$ cat src/hw/rtl/opl_pkg.sv
// ----------------------------------------------------------------------------
// Online palindromic length: package
// Sizes, node and count types and the small helpers shared by the RTL.
// ----------------------------------------------------------------------------
`timescale 1ns / 1ps

package opl_pkg;

	// Text capacity in bytes.
	localparam int MAX_LEN = 4096;

	localparam int POS_W      = $clog2(MAX_LEN + 1);
	localparam int TXT_AW     = $clog2(MAX_LEN);
	localparam int NODE_W     = $clog2(2 * MAX_LEN + 1);
	localparam int LINK_DEPTH = 2 * MAX_LEN + 1;
	localparam int SW_W       = NODE_W + 2;
	localparam int CNT_W      = 13;
	localparam int SYM_W      = 8;

	typedef logic [POS_W-1:0]         pos_t;
	typedef logic [NODE_W-1:0]        node_t;
	typedef logic signed [SW_W-1:0]   sw_t;
	typedef logic [CNT_W-1:0]         cnt_t;
	typedef logic [SYM_W-1:0]         sym_t;

	localparam node_t HEAD_NODE = '0;
	localparam node_t TAIL_NODE = node_t'(2 * MAX_LEN);
	localparam cnt_t  INF_CNT   = cnt_t'(MAX_LEN + 1);

	// Node number as a signed value.
	function automatic sw_t node2sw(node_t n);
		return sw_t'({{(SW_W - NODE_W){1'b0}}, n});
	endfunction

	// Length of the palindrome whose centre code is v, given base 2*(i+1).
	function automatic sw_t plen(node_t v, sw_t base);
		if (v == TAIL_NODE)
			return '0;
		return base - node2sw(v);
	endfunction

endpackage

$ cat src/hw/rtl/opl_mod.sv
// ----------------------------------------------------------------------------
// Online palindromic length: remainder unit
// Restoring division, one quotient bit per cycle; returns the remainder only.
// ----------------------------------------------------------------------------
`timescale 1ns / 1ps

module opl_mod import opl_pkg::*; (
	input  logic              clk,
	input  logic              arst_n,
	input  logic              start,
	input  node_t             num,
	input  logic [NODE_W:0]   den,
	output logic              done,
	output node_t             rem
);

	localparam int CW = $clog2(NODE_W);

	logic              run_q;
	logic              done_q;
	logic [CW-1:0]     cnt_q;
	node_t             num_q;
	logic [NODE_W:0]   den_q;
	logic [NODE_W:0]   rem_q;
	logic [NODE_W+1:0] trial;
	logic [NODE_W+1:0] diff;

	// Shift in the next dividend bit and subtract when it fits.
	always_comb begin
		trial = {rem_q, num_q[NODE_W-1]};
		diff  = trial - {1'b0, den_q};
	end

	always_ff @(posedge clk or negedge arst_n) begin
		if (!arst_n) begin
			run_q  <= 1'b0;
			done_q <= 1'b0;
			cnt_q  <= '0;
		end else begin
			done_q <= 1'b0;
			if (start) begin
				run_q <= 1'b1;
				cnt_q <= '0;
			end else if (run_q) begin
				cnt_q <= cnt_q + 1'b1;
				if (cnt_q == CW'(NODE_W - 1)) begin
					run_q  <= 1'b0;
					done_q <= 1'b1;
				end
			end
		end
	end

	// Datapath.
	always_ff @(posedge clk) begin
		if (start) begin
			num_q <= num;
			den_q <= den;
			rem_q <= '0;
		end else if (run_q) begin
			num_q <= {num_q[NODE_W-2:0], 1'b0};
			if (trial >= {1'b0, den_q})
				rem_q <= diff[NODE_W:0];
			else
				rem_q <= trial[NODE_W:0];
		end
	end

	assign done = done_q;
	assign rem  = rem_q[NODE_W-1:0];

endmodule

$ cat config.mk
export PLATFORM = sky130hd
export DESIGN_NAME = opl_mod
export DESIGN_NICKNAME = d
export VERILOG_FILES = /design/src/hw/rtl/opl_pkg.sv /design/src/hw/rtl/opl_mod.sv
export SDC_FILE = /design/constraint.sdc
export NUM_CORES = 1
export LEC_CHECK = 0
export BUFFER_PORTS_ARGS = -buffer_cell sky130_fd_sc_hd__buf_2
export CAP_MARGIN = 25
export CORE_MARGIN = 3
export CORE_UTILIZATION = 25
export CTS_CLUSTER_DIAMETER = 30
export DETAILED_ROUTE_END_ITERATION = 12
export GPL_TIMING_DRIVEN = 0
export PLACE_DENSITY = 0.43
export SLEW_MARGIN = 20
export SYNTH_ARGS = -nofsm -noshare
export SYNTH_HDL_FRONTEND = slang
export SYNTH_SLANG_ARGS = --single-unit
$ cat constraint.sdc
create_clock -name clk -period 2.2 [get_ports clk]
set_input_delay 0.11 -clock clk [delete_from_list [all_inputs] [get_ports clk]]
set_output_delay 0.11 -clock clk [all_outputs]
set_load 0.01 [all_outputs]
==> metrics.cfg <==
[logic_synthesis]
ys.flop_type = edfxtp_1
synth_warnings = 0
async_flop_share_pct = 12.0
synth.cells.most_frequent = edfxtp_1, nor2_1, inv_1
synth.area.top_cells = edfxtp_1, dfxtp_1, ha_1, dfrtp_1, mux2_2
syn_avg_cell_area_sq_um = 9.82
syn_nets = 359
postSynthCellCount = 309
ys_seq_elements = 50
synth_edf_count = 29
ys_seq_area_share_pct = 43.5
yosysTopAreaCellShare_pct = 28.7
synth_area_sq_um = 3040
yosys.cell_count.top_type = edfxtp_1
yosys.area.top_type = edfxtp_1
synth_cell_types = 55

[floorplanning]
pin_count = 47
core-area_sq_um = 11700
fp.dieArea_sq_um = 13500
start_util_pct = 26.0
die_h_um = 116
die_w_um = 116
row_count = 39

[clock_network]
cts_max_path_buffers = 2
insertion_delay_ns = 0.30
cts_max_level = 2
numCtsBuffers = 5
cts_tree = yes
clockRootBuffer = clkbuf_16
clk_pin_slew_ns = 0.07
cts.sinks = 50

[sta]
finalWorstSetupSlack_ns = -0.00431
worst_pin_slew_ns = 0.617
hold_viol = 0
max_freq_ghz = 0.454
rsz0062_at_grt = true
finalSetupViolations = 1
finalCritPeriodShare_pct = 100
maxSlewViolCount = 0
fin_crit_ns = 2.20
clock_skew_ns = 0.0119
slew-limit-headroom_pct = 58.8

[worst_setup_path]
r2r_setup_slack_ns = -0.004
critical_path_class = flop to flop
crit_required_ns = 2.41
slowest_stage = dfxtp_1
cp_max_fo = 8
cp-start-kind = flop
worstPathArrival_ns = 2.41
worst_path_largest_cell_delay_ns = 0.44
path_cells = ha_4 > a21oi_1 > o21ai_2 > a211o_1 > or3_1 > buf_6 > mux2i_1 > a211oi_1
critPathCaptureType = flop

[place]
post-place-ws_ns = -0.358
dp_hpwl_um = 5370
place_congestion = 0.791
port_buffers = 46

[global_route]
grt_max_degree = 19
grt_usage_pct = 11.7
antenna_found_initial = 0
grt_overflow = 0
grt_pass1_vias = 2393
grt_pass1_wl_um = 12400

[outcome]
status = complete, but fails checks
violations = setup timing

[detailed_routing]
vias_per_cell = 4.64
drt_iter0_drc = 87
drt_pass1_iterations = 4
drt_wl_total_um = 7730
wl_per_cell_um = 14.3
drc = 0
ant_nets = 0
via_count = 2500

[power_and_ir_drop]
ir_worst_vdd_v = 0.000308
p_per_area_nw_per_um2 = 1060
leakage_uw = 0.00174

[worst_hold_path]
holdCritPathClass = input pin to flop

[final_layout]
fin_nets = 445
drive_gt1_share_pct = 38.6
syn2layout_area_growth_pct = 39.0
post-route-util_pct = 36.2
num_antenna_cells = 0

[flow_run]
maxCapViolations = 0

[metrics by stage]
| step | hold WS [ns] | cells | TNS (ns) | total power [uW] | cell area (sq um) |
|---|---|---|---|---|---|
| global route | 0.0854 | 539 | -0.710 | 4810 | 4220 |
| finish | 0.0995 | 539 | -0.00431 | 4470 | 4220 |
| global placement | -0.0562 | 498 | -4.20 | 3050 | 3440 |
| floorplan | -0.186 | 309 | 0 | 2590 | 3040 |
| CTS | 0.0911 | 531 | -0.111 | 4250 | 4000 |
| detailed placement | -0.0529 | 498 | -3.45 | 3050 | 3440 |
[layout by cell type, fill, tap and decap left out, drive strengths merged, types with 4 or more instances in the layout]
master	synthesis	final
a211oi	7	7
a21oi	18	18
a311oi	6	6
buf	18	82
clkbuf	10	14
dfrtp	6	6
dfxtp	15	15
dlygate4sd3	0	16
edfxtp	29	29
ha	17	17
inv	20	21
mux2	13	13
mux2i	4	4
nand2	19	19
nand2b	4	4
nand3	5	5
nand4	4	4
nor2	28	28
nor3	12	12
o21ai	16	16
or3	8	8
xnor2	4	4
xor2	7	7
[layer usage]
metal | up-vias | routed length [um] | global-route usage (%)
li1 | 1277 | - | -
met1 | 1180 | 3660 | 16.1
met2 | 41 | 3690 | 18.8
met3 | 2 | 332 | 2.85
met4 | 0 | 45 | 2.78
met5 | - | 0 | 0
[state kept, by name (all words and copies together) (netlist names)]
name / flops
done: 1
rem_q: 15
num_q: 14
cnt_q: 4
run_q: 1
den_q: 15
[critical path: cells and delay by family (launching register included)]
kind | cells | cell delay, ns
compound gates | 4 | 0.81
fa+ha+maj | 1 | 0.26
buf+inv | 1 | 0.16
flops | 1 | 0.44
mux | 1 | 0.12
simple gates | 1 | 0.33
[final timing paths]
kind,startpoint,endpoint,depth (start not counted)
worst max register to register,rem_q[4]$_SDFFE_PP0P_,rem_q[4]$_SDFFE_PP0P_,8
worst max-delay path,rem_q[4]$_SDFFE_PP0P_,rem_q[4]$_SDFFE_PP0P_,8
worst min-delay path,num[0],num_q[0]$_SDFFCE_PN0P_,2
max in group asynchronous,arst_n,run_q$_DFF_PN0_,2
worst min register to register,rem_q[1]$_SDFFE_PP0P_,rem_q[1]$_SDFFE_PP0P_,2
min in group asynchronous,arst_n,cnt_q[2]$_DFFE_PN0P_,2
[what timing repair did]
action | in CTS | in global routing
hold buffers | 16 | 0
cloned | 0 | 0
setup buffers | 9 | 11
pin swaps | 15 | 11
endpoints found under the hold margin | 21 | 0
resized for setup | 38 | 32
setup endpoints to repair | 15 | 15
[kinds of logic (layout without fill, tap and decap cells)]
kind of cell,after synthesis,after routing,share of synthesized area [%]
fa+ha+maj,18,18,7.67
compound gates,67,67,14.9
simple gates,97,97,16.4
flops,50,50,43.5
mux,17,17,6.14
buf+inv,49,136,8.16
xor+xnor,11,11,3.17
[power by group]
| group | total (uW) | leakage (uW) | switching [uW] | internal, uW |
|---|---|---|---|---|
| sequential | 1340 | 0.000497 | 179 | 1160 |
| combinational | 2320 | 0.00117 | 1120 | 1200 |
| clock | 811 | 0.0000759 | 377 | 434 |
[area by class of cell]
| class | count | area, sq um |
|---|---|---|
| multi-input combinational | 210 | 1780 |
| sequential | 50 | 1330 |
| inverter | 21 | 78.8 |
| clock buffer | 5 | 125 |
| clock inverter | 3 | 28.8 |
| buffer | 25 | 161 |
| timing repair buffer | 82 | 541 |
| tap | 143 | 179 |
| fill | 1190 | 7440 |
Note: power is estimated with default switching activity, not from simulation.
