**src/hw/rtl/opl_ram.sv**
```systemverilog
// ----------------------------------------------------------------------------
// Online palindromic length: generic RAM
// One write port and one read port with a registered read.
// ----------------------------------------------------------------------------
`timescale 1ns / 1ps

module opl_ram #(
	parameter int WIDTH = 8,
	parameter int DEPTH = 16
) (
	input  logic                     clk,
	input  logic                     we,
	input  logic [$clog2(DEPTH)-1:0] waddr,
	input  logic [WIDTH-1:0]         wdata,
	input  logic [$clog2(DEPTH)-1:0] raddr,
	output logic [WIDTH-1:0]         rdata
);

	logic [WIDTH-1:0] mem_q [DEPTH];

	// Write and registered read.
	always_ff @(posedge clk) begin
		if (we)
			mem_q[waddr] <= wdata;
		rdata <= mem_q[raddr];
	end

endmodule

```
**config.mk**
```make
export PLATFORM = sky130hd
export DESIGN_NAME = opl_ram
export DESIGN_NICKNAME = d
export VERILOG_FILES = /design/src/hw/rtl/opl_ram.sv
export SDC_FILE = /design/constraint.sdc
export NUM_CORES = 1
export LEC_CHECK = 0
export BUFFER_PORTS_ARGS = -buffer_cell sky130_fd_sc_hd__buf_2
export CAP_MARGIN = 5
export CORE_MARGIN = 2
export CORE_UTILIZATION = 50
export DETAILED_ROUTE_END_ITERATION = 8
export PLACE_DENSITY = 0.7
export REMOVE_ABC_BUFFERS = 1
export SYNTH_ARGS = -nofsm -noshare
export SYNTH_HDL_FRONTEND = slang
export SYNTH_SLANG_ARGS = --single-unit
```
**constraint.sdc**
```tcl
create_clock -name clk -period 1.65 [get_ports clk]
set_input_delay 0.2475 -clock clk [delete_from_list [all_inputs] [get_ports clk]]
set_output_delay 0.2475 -clock clk [all_outputs]
set_load 0.005 [all_outputs]
```
==> qor.csv, run 1 <==
metric,value,unit
maxSlewHeadroom,0.491,
async_flop_share,0,
synthAdderAreaFrac,0,
power,0.00751,W
die_w,105,um
synthCells,229,
cts_root_buf,clkbuf_8,
portBuffers,25,
cts_setup_buffers,0,
max-vdd-ir-drop,588,uV
clock-skew-final,0.00779,ns
synth_top_family_by_area,multiplexers,
grt_antenna_before_repair,0,
drive_above_1_share,0.314,
totalWireLength,9.00,mm
vias_per_cell,5.58,
postCtsHoldBufs,0,
synth_area_leaders,"edfxtp_1, mux4_2, mux4_1, dfxtp_1, a22oi_1",
numCtsBuffers,17,
synth.avg_cell_area,22.5,um2
synth_seq_area_share,0.778,
status,"finished, final reports clean",
drc_errors,0,
drv_cap,0,
max_stage_delay,0.49,ns
synth.top_cell.area_share,0.747,
synth_top_area_cell,edfxtp_1,
worst_pin_slew,0.761,ns
htreeDepth,4,
power_leakage,2.06,nW
ys_seq_elements,136,
worst_ep_arrival_time,1.78,ns
period_needed,1.38,ns
required,2.05,ns
crit_fanout,1,
clockBufferDepth,2,
synth_flop_cell,edfxtp_1,
clk_pin_slew_worst_paths,0.06,ns
gp_congestion,0.756,
synthSimpleGateAreaFrac,0.0318,
pwr-share-clk,0.436,
layout.nets,301,
grt-ovfl-total,0,
yosysMostFrequentCell,edfxtp_1,
clk_latency,0.52,ns
p_seq_frac,0.517,
fin_crit_sh,0.836,
core,10100,um2
hold_violations,0,
yosys-top-cells-count,"edfxtp_1, mux4_2, a22oi_1",
ys_types,19,
cts_sinks,136,
drv_slew,0,
hp-class,primary input to flip-flop,
cts_tree,done,
max_freq,725,MHz
globalRouteMet1Util,0.233,
grtUsageMet3,0.0519,
grt_pass1_vias,2431,
wire_per_inst,20.8,um
initial_core_util,0.508,
insertedDiodeCount,0,
rsz0062_at_grt,no,
grt_use_met2,0.284,
netlist_area,5150,um2
grt_pass1_wl,14.1,mm
rows,37,
synth-compound-area-share,0.0233,
cellPowerDensity,1240,nW/um2
first_iter_violations,209,
cts_resized,0,
fin_util,0.598,
ys_warn_count,0,
path_cells,mux4_1 > a22oi_1 > nand2_1,
place_hpwl,5.67,mm
die_area,11100,um2
cpLargestDelayFamily,multiplexers,
ioPinCount,26,
finalSetupTns,0,ns
grt-busiest-layer,met2,
crit_buf_inv,0,
power.internal,0.00599,W
crit_path_start_kind,flip-flop,
synth_edf_count,128,
p_comb_frac,0.046,
pre_cts_ws,-0.0510,ns
hold_ws,0.108,ns
synthMuxAreaShare,0.150,
cpMaxStageDelayCell,mux4_1,
firstDrtPassIters,4,
crit_type,flip-flop to flip-flop,
final_antenna_net_count,0,
p_switching,0.00152,W
vias,2410,
end_kind,flip-flop,
syn_to_final_growth,17.7,%
synth_xor_area_frac,0,
worst_slack,0.270,ns
grt_util_all_layers,0.179,
p_sw_frac,0.203,
finalSetupViolations,0,
die_y,105,um
grt_max_degree,33,
-- sequential cells by signal, indices dropped and copies added (netlist names) --
signal	flops
rdata	8
mem_q	128
-- placed cells by master, fill, tap and decap left out, drive strengths merged, types with 2 or more instances in the layout --
| master | Yosys | routed |
|---|---|---|
| edfxtp | 128 | 128 |
| buf | 7 | 45 |
| mux4 | 32 | 32 |
| clkbuf | 0 | 18 |
| a22oi | 16 | 16 |
| nor2 | 13 | 13 |
| nand2 | 9 | 9 |
| dfxtp | 8 | 8 |
| clkinv | 0 | 7 |
| clkinvlp | 0 | 5 |
| nor3 | 4 | 4 |
| nand3b | 2 | 2 |
| nand2b | 2 | 2 |
-- logic make-up after synthesis --
group                  Yosys count
AOI/OAI and AO/OA               16
buffers and inverters           10
DFF                            136
muxes                           32
and+or+nand+nor                 35
-- final cells by class --
type / instances / area, um2
Clock buffer: 18 / 418
Clock inverter: 14 / 109
Fill cell: 681 / 4080
Multi-Input combinational cell: 83 / 1060
Sequential cell: 136 / 4000
Tap cell: 136 / 170
Timing Repair Buffer: 45 / 300
-- layer usage --
metal,routed length (um),share of wire
met1,3680,0.41
met2,4580,0.51
met3,598,0.066
met4,144,0.016
met5,0,0
-- metrics by stage --
step,instances,area [um2]
2_1_floorplan,219,5060
3_3_place_gp,400,5530
3_5_place_dp,400,5530
4_1_cts,432,6060
5_1_grt,432,6060
6_report,432,6060
-- worst paths after layout --
check / startpoint / endpoint / slack (ns) / cells after the start
max: mem_q[0][5]$_DFFE_PP_ / rdata[5]$_DFF_P_ / 0.27 / 3
min reg2reg: mem_q[14][3]$_DFFE_PP_ / rdata[3]$_DFF_P_ / 0.67 / 3
min: wdata[3] / mem_q[6][3]$_DFFE_PP_ / 0.11 / 1
max reg2reg: mem_q[0][5]$_DFFE_PP_ / rdata[5]$_DFF_P_ / 0.27 / 3
-- worst reg2reg max path, delay by kind of cell, from the launching register on --
family	cells	cell delay, ns
and+or+nand+nor	1	0.10
AOI/OAI and AO/OA	1	0.31
muxes	1	0.49
DFF	1	0.36
-- power by group through the flow --
stage	combinational, W	clock, W	sequential, W
3_5_place_dp	0.000351	0	0.00396
5_1_grt	0.000383	0.00350	0.00389
6_report	0.000348	0.00328	0.00389
2_1_floorplan	0.000155	0	0.00395
4_1_cts	0.000353	0.00334	0.00389
3_3_place_gp	0.000344	0	0.00395
Power figures use the tool's default switching activity.
==> inputs of run 2 (changes only) <==
==> constraint.sdc (replaced) <==
create_clock -name clk -period 1.1 [get_ports clk]
set_input_delay 0.165 -clock clk [delete_from_list [all_inputs] [get_ports clk]]
set_output_delay 0.165 -clock clk [all_outputs]
set_load 0.005 [all_outputs]
==> run 2 against run 1 <==
  * The flow now finishes with violations (setup timing)
  * Design area rose by 1.5%
  * Sequential share of layout area fell by 0.89 points
  * First-iteration DRC count rose by 20%
  * Setup slack got worse by 0.45 ns
  * Wire length rose by 4.2%
  * Die area did not move
  * Critical path depth did not move
  * Clock skew rose by 0.0018 ns
  * Sequential cell count did not move
==> qor.csv, run 2 (synthesis results as in run 1) <==
metric,value,unit
reg2reg_to,rdata[7]$_DFF_P_,
cts_root_buf,clkbuf_8,
crit_path_start_kind,flip-flop,
crit_fanout,1,
drc_errors,0,
ioPinCount,26,
r2r_setup_slack,-0.18,ns
fin_util,0.606,
cts_setup_buffers,0,
grt_util_all_layers,0.185,
p_sw_frac,0.193,
vias_per_cell,5.57,
totalWireLength,9.38,mm
drv_slew,0,
timing.critical_path.from,mem_q[11][7]$_DFFE_PP_,
hold_ws,0.0394,ns
status,"finished, violations left",
p_seq_frac,0.504,
clock-skew-final,0.00961,ns
syn_to_final_growth,19.4,%
cts_sinks,136,
max_freq,782,MHz
rows,37,
fin_crit_sh,1.16,
firstDrtPassIters,4,
clockBufferDepth,2,
max-vdd-ir-drop,811,uV
initial_core_util,0.508,
max_stage_delay,0.48,ns
hold_end,mem_q[10][2]$_DFFE_PP_,
clk_latency,0.51,ns
die_area,11100,um2
drive_above_1_share,0.419,
pwr-share-clk,0.445,
hold_violations,0,
crit_buf_inv,0,
worst_pin_slew,0.938,ns
clk_pin_slew_worst_paths,0.06,ns
insertedDiodeCount,0,
layout.nets,306,
grt_pass1_wl,14.6,mm
vias,2435,
wire_per_inst,21.5,um
grt_pass1_vias,2561,
top_register,mem_q,
reg2reg_from,mem_q[11][7]$_DFFE_PP_,
end_kind,flip-flop,
crit_type,flip-flop to flip-flop,
violations,setup timing,
worstRegToRegCells,3,
p_comb_frac,0.051,
rsz0062_at_grt,yes,
largest_register_ffs,128,
layout_commonest_cell,edfxtp_1,
grt-ovfl-total,0,
cts_tree,done,
postCtsHoldBufs,0,
first_iter_violations,250,
top_regs,"mem_q (128), rdata (8)",
die_w,105,um
worst_slack,-0.179,ns
maxSlewHeadroom,0.372,
portBuffers,25,
p_switching,0.00223,W
finalSetupViolations,10,
die_y,105,um
final_antenna_net_count,0,
min_path_cells,1,
numCtsBuffers,17,
cpLargestDelayFamily,multiplexers,
grt_max_degree,23,
drv_cap,0,
final_cell_mix,"edfxtp_1, mux4_2, buf_2, buf_4, clkbuf_16",
period_needed,1.28,ns
htreeDepth,4,
gp_congestion,0.744,
grt_antenna_before_repair,0,
power_leakage,2.05,nW
core,10100,um2
power.internal,0.00935,W
cellPowerDensity,1880,nW/um2
required,1.48,ns
worst_ep_arrival_time,1.66,ns
hp-class,primary input to flip-flop,
cpMaxStageDelayCell,mux4_2,
path_cells,mux4_2 > a22oi_2 > nand2_1,
place_hpwl,5.91,mm
hp-start,wdata[2],
[run 2: cell types whose count changed in the layout (fill, tap and decap cells not counted), moves of 5 or more]
cell	delta
a22oi_1	-13
a22oi_2	+13
buf_4	+5
clkbuf_1	+5
mux4_1	-14
mux4_2	+14
[run 2: per-stage QoR]
stage / cells / setup slack (ns) / setup TNS [ns] / instance area [um2] / power, W
CTS: 437 / -0.184 / -1.36 / 6110 / 0.0117
finish: 437 / -0.179 / -1.14 / 6150 / 0.0116
global placement: 405 / -0.493 / -20.68 / 5570 / 0.00646
detailed placement: 405 / -0.501 / -21.80 / 5570 / 0.00648
global route: 437 / -0.202 / -1.74 / 6150 / 0.0120
floorplan: 219 / -0.558 / -19.49 / 5060 / 0.00616
[run 2: layer usage]
layer,share of wire,vias to the layer above,track usage
met5,0,-,0
met2,0.51,72,0.295
met4,0.014,0,0.0733
met1,0.42,1272,0.242
met3,0.058,14,0.0538
li1,-,1077,-
[run 2: cell type report]
cell class / instances / area [um2]
clock inverter: 8 / 98.8
clock buffer: 24 / 450
multi-input combinational: 83 / 1070
tap: 136 / 170
sequential: 136 / 4010
fill: 691 / 3990
timing repair buffer: 50 / 350
[run 2: timing repair]
action                     CTS  global route
pin swaps                    8             6
resized for setup           22            11
setup endpoints to repair   15            16
[run 2: power by group through the flow]
stage	combinational [W]	sequential (W)	clock, W
5_1_grt	0.000643	0.00584	0.00551
2_1_floorplan	0.000232	0.00593	0
3_5_place_dp	0.000545	0.00593	0
4_1_cts	0.000578	0.00584	0.00525
6_report	0.000594	0.00584	0.00515
3_3_place_gp	0.000529	0.00593	0
[run 2: worst max-delay path by stage]
stage / slack [ns] / cells after the start / end
after detailed placement: -0.50 / 5 / rdata[5]$_DFF_P_
after global placement: -0.49 / 5 / rdata[5]$_DFF_P_
after CTS: -0.18 / 3 / rdata[7]$_DFF_P_
after global routing: -0.20 / 3 / rdata[6]$_DFF_P_
after floorplan: -0.56 / 2 / mem_q[0][0]$_DFFE_PP_
final: -0.18 / 3 / rdata[7]$_DFF_P_
==> inputs of run 3 (changes only) <==
--- a/config.mk
+++ b/config.mk
@@ -5,12 +5,12 @@
 export SDC_FILE = /design/constraint.sdc
 export NUM_CORES = 1
 export LEC_CHECK = 0
-export BUFFER_PORTS_ARGS = -buffer_cell sky130_fd_sc_hd__buf_2
 export CAP_MARGIN = 5
 export CORE_MARGIN = 2
 export CORE_UTILIZATION = 50
 export DETAILED_ROUTE_END_ITERATION = 8
-export PLACE_DENSITY = 0.7
+export DONT_BUFFER_PORTS = 1
+export PLACE_DENSITY = 0.68
 export REMOVE_ABC_BUFFERS = 1
 export SYNTH_ARGS = -nofsm -noshare
 export SYNTH_HDL_FRONTEND = slang
==> run 3 against run 2 <==
  * The flow finishes with violations (hold timing, setup timing)
  * Sequential share of layout area up 0.82 points
  * Largest power group is now clock
  * Global-route usage up 0.12 points
  * Hold slack worse by 0.094 ns
  * Critical endpoint is now rdata[6]$_DFF_P_
  * Critical path depth is the same
  * Utilization shrank 0.83 points
  * Wire length rose by 0.47%
  * Design area decreased by 1.4%
  * Highest routed layer unchanged
==> qor.csv, run 3 (synthesis results as in run 1) <==
metric,value,unit
cpMaxStageDelayCell,mux4_2,
crit_fanout,1,
grt_util_all_layers,0.186,
worst_pin_slew,0.954,ns
grt_pass1_wl,14.6,mm
grt_max_degree,33,
p_switching,0.00232,W
layout.nets,280,
max_freq,769,MHz
cts_tree,done,
wire_per_inst,22.9,um
top_regs,"mem_q (128), rdata (8)",
htreeDepth,4,
hold_violations,6,
required,1.49,ns
hold_ws,-0.0551,ns
clk_pin_slew_worst_paths,0.06,ns
maxSlewHeadroom,0.363,
drive_above_1_share,0.316,
clock-skew-final,0.0101,ns
worst_slack,-0.201,ns
crit_type,flip-flop to flip-flop,
power_leakage,1.96,nW
p_sw_frac,0.190,
totalWireLength,9.42,mm
max-vdd-ir-drop,1140,uV
rows,37,
drc_errors,0,
core,10100,um2
grt-ovfl-total,0,
postCtsHoldBufs,8,
fin_area,6060,um2
worst_ep_arrival_time,1.69,ns
drv_slew,0,
period_needed,1.30,ns
postPlaceCellArea,5350,um2
clk_latency,0.52,ns
die_w,105,um
layout_commonest_cell,edfxtp_1,
violations,"hold timing, setup timing",
power.internal,0.00987,W
clockBufferDepth,2,
place_hpwl,5.56,mm
finalSetupViolations,8,
cts_sinks,136,
largest_register_ffs,128,
status,"finished, violations left",
end_kind,flip-flop,
final_antenna_net_count,0,
gp_congestion,0.725,
p_seq_frac,0.480,
power,0.0122,W
ioPinCount,26,
die_y,105,um
p_comb_frac,0.035,
numCtsBuffers,17,
vias_per_cell,5.66,
hp-class,primary input to flip-flop,
syn_to_final_growth,17.8,%
portBuffers,0,
pwr-share-clk,0.486,
top_register,mem_q,
cts_setup_buffers,0,
grt_pass1_vias,2407,
fin_crit_sh,1.18,
rsz0062_at_grt,yes,
path_cells,mux4_2 > a22oi_2 > nand2_1,
crit_path_start_kind,flip-flop,
cts_root_buf,clkbuf_8,
die_area,11100,um2
max_stage_delay,0.49,ns
final_cell_mix,"edfxtp_1, mux4_2, clkbuf_16, buf_4, nor2_1",
cellPowerDensity,2010,nW/um2
first_iter_violations,154,
firstDrtPassIters,4,
pre_cts_ws,-0.259,ns
drv_cap,0,
vias,2332,
grt_antenna_before_repair,1,
initial_core_util,0.508,
-- run 3: cell types whose count changed in the layout (fill, tap and decap cells not counted), moves of 4 or more --
cell,delta
a22oi_1,+4
dfxtp_2,-4
clkbuf_1,-5
buf_4,-7
dlygate4sd3_1,+8
a22oi_2,-4
buf_2,-23
dfxtp_1,+4
-- run 3: final cells by class --
cell class	count	area, um2
Antenna cell	1	2.50
Clock buffer	21	459
Clock inverter	11	171
Fill cell	722	4070
Multi-Input combinational cell	83	1060
Sequential cell	136	4000
Tap cell	136	170
Timing Repair Buffer	24	200
-- run 3: worst max-delay path, delay by kind of cell, from the launching register on --
family	cells	cell delay, ns
DFF	1	0.38
muxes	1	0.49
and+or+nand+nor	1	0.12
AOI/OAI and AO/OA	1	0.19
-- run 3: power by group through the flow --
stage / registers (W) / clock network (W) / logic (W)
3_3_place_gp: 0.00594 / 0 / 0.000305
3_5_place_dp: 0.00595 / 0 / 0.000310
4_1_cts: 0.00584 / 0.00601 / 0.000414
2_1_floorplan: 0.00593 / 0 / 0.000232
6_report: 0.00584 / 0.00592 / 0.000423
5_1_grt: 0.00585 / 0.00623 / 0.000459
-- run 3: worst paths after layout --
path                                        startpoint  slack, ns               end  cells past startpoint
worst max-delay path            mem_q[11][6]$_DFFE_PP_      -0.20  rdata[6]$_DFF_P_                      3
worst max register to register  mem_q[11][6]$_DFFE_PP_      -0.20  rdata[6]$_DFF_P_                      3
worst min-delay path                          raddr[1]      -0.06  rdata[4]$_DFF_P_                      3
worst min register to register   mem_q[5][7]$_DFFE_PP_       0.68  rdata[7]$_DFF_P_                      3
-- run 3: stage by stage --
step                      instances   util  TNS [ns]
after floorplan                 219      -    -19.49
after global placement          371  0.528     -7.42
after detailed placement        371  0.528     -7.76
after CTS                       411  0.598     -1.36
after global routing            412  0.598     -1.71
final                           412  0.598     -1.24
-- run 3: per-layer routing --
layer | routed length [um] | vias to the layer above | track usage
li1 | - | 1029 | -
met1 | 4300 | 1197 | 0.277
met2 | 4360 | 93 | 0.265
met3 | 636 | 13 | 0.0550
met4 | 125 | 0 | 0.0657
met5 | 0 | - | 0
-- run 3: what timing repair did --
item / 4_1_cts / 5_1_grt
hold endpoints to repair: 135 / 6
setup endpoints to repair: 8 / 8
gates resized for setup: 12 / 9
pin swaps: 5 / 4
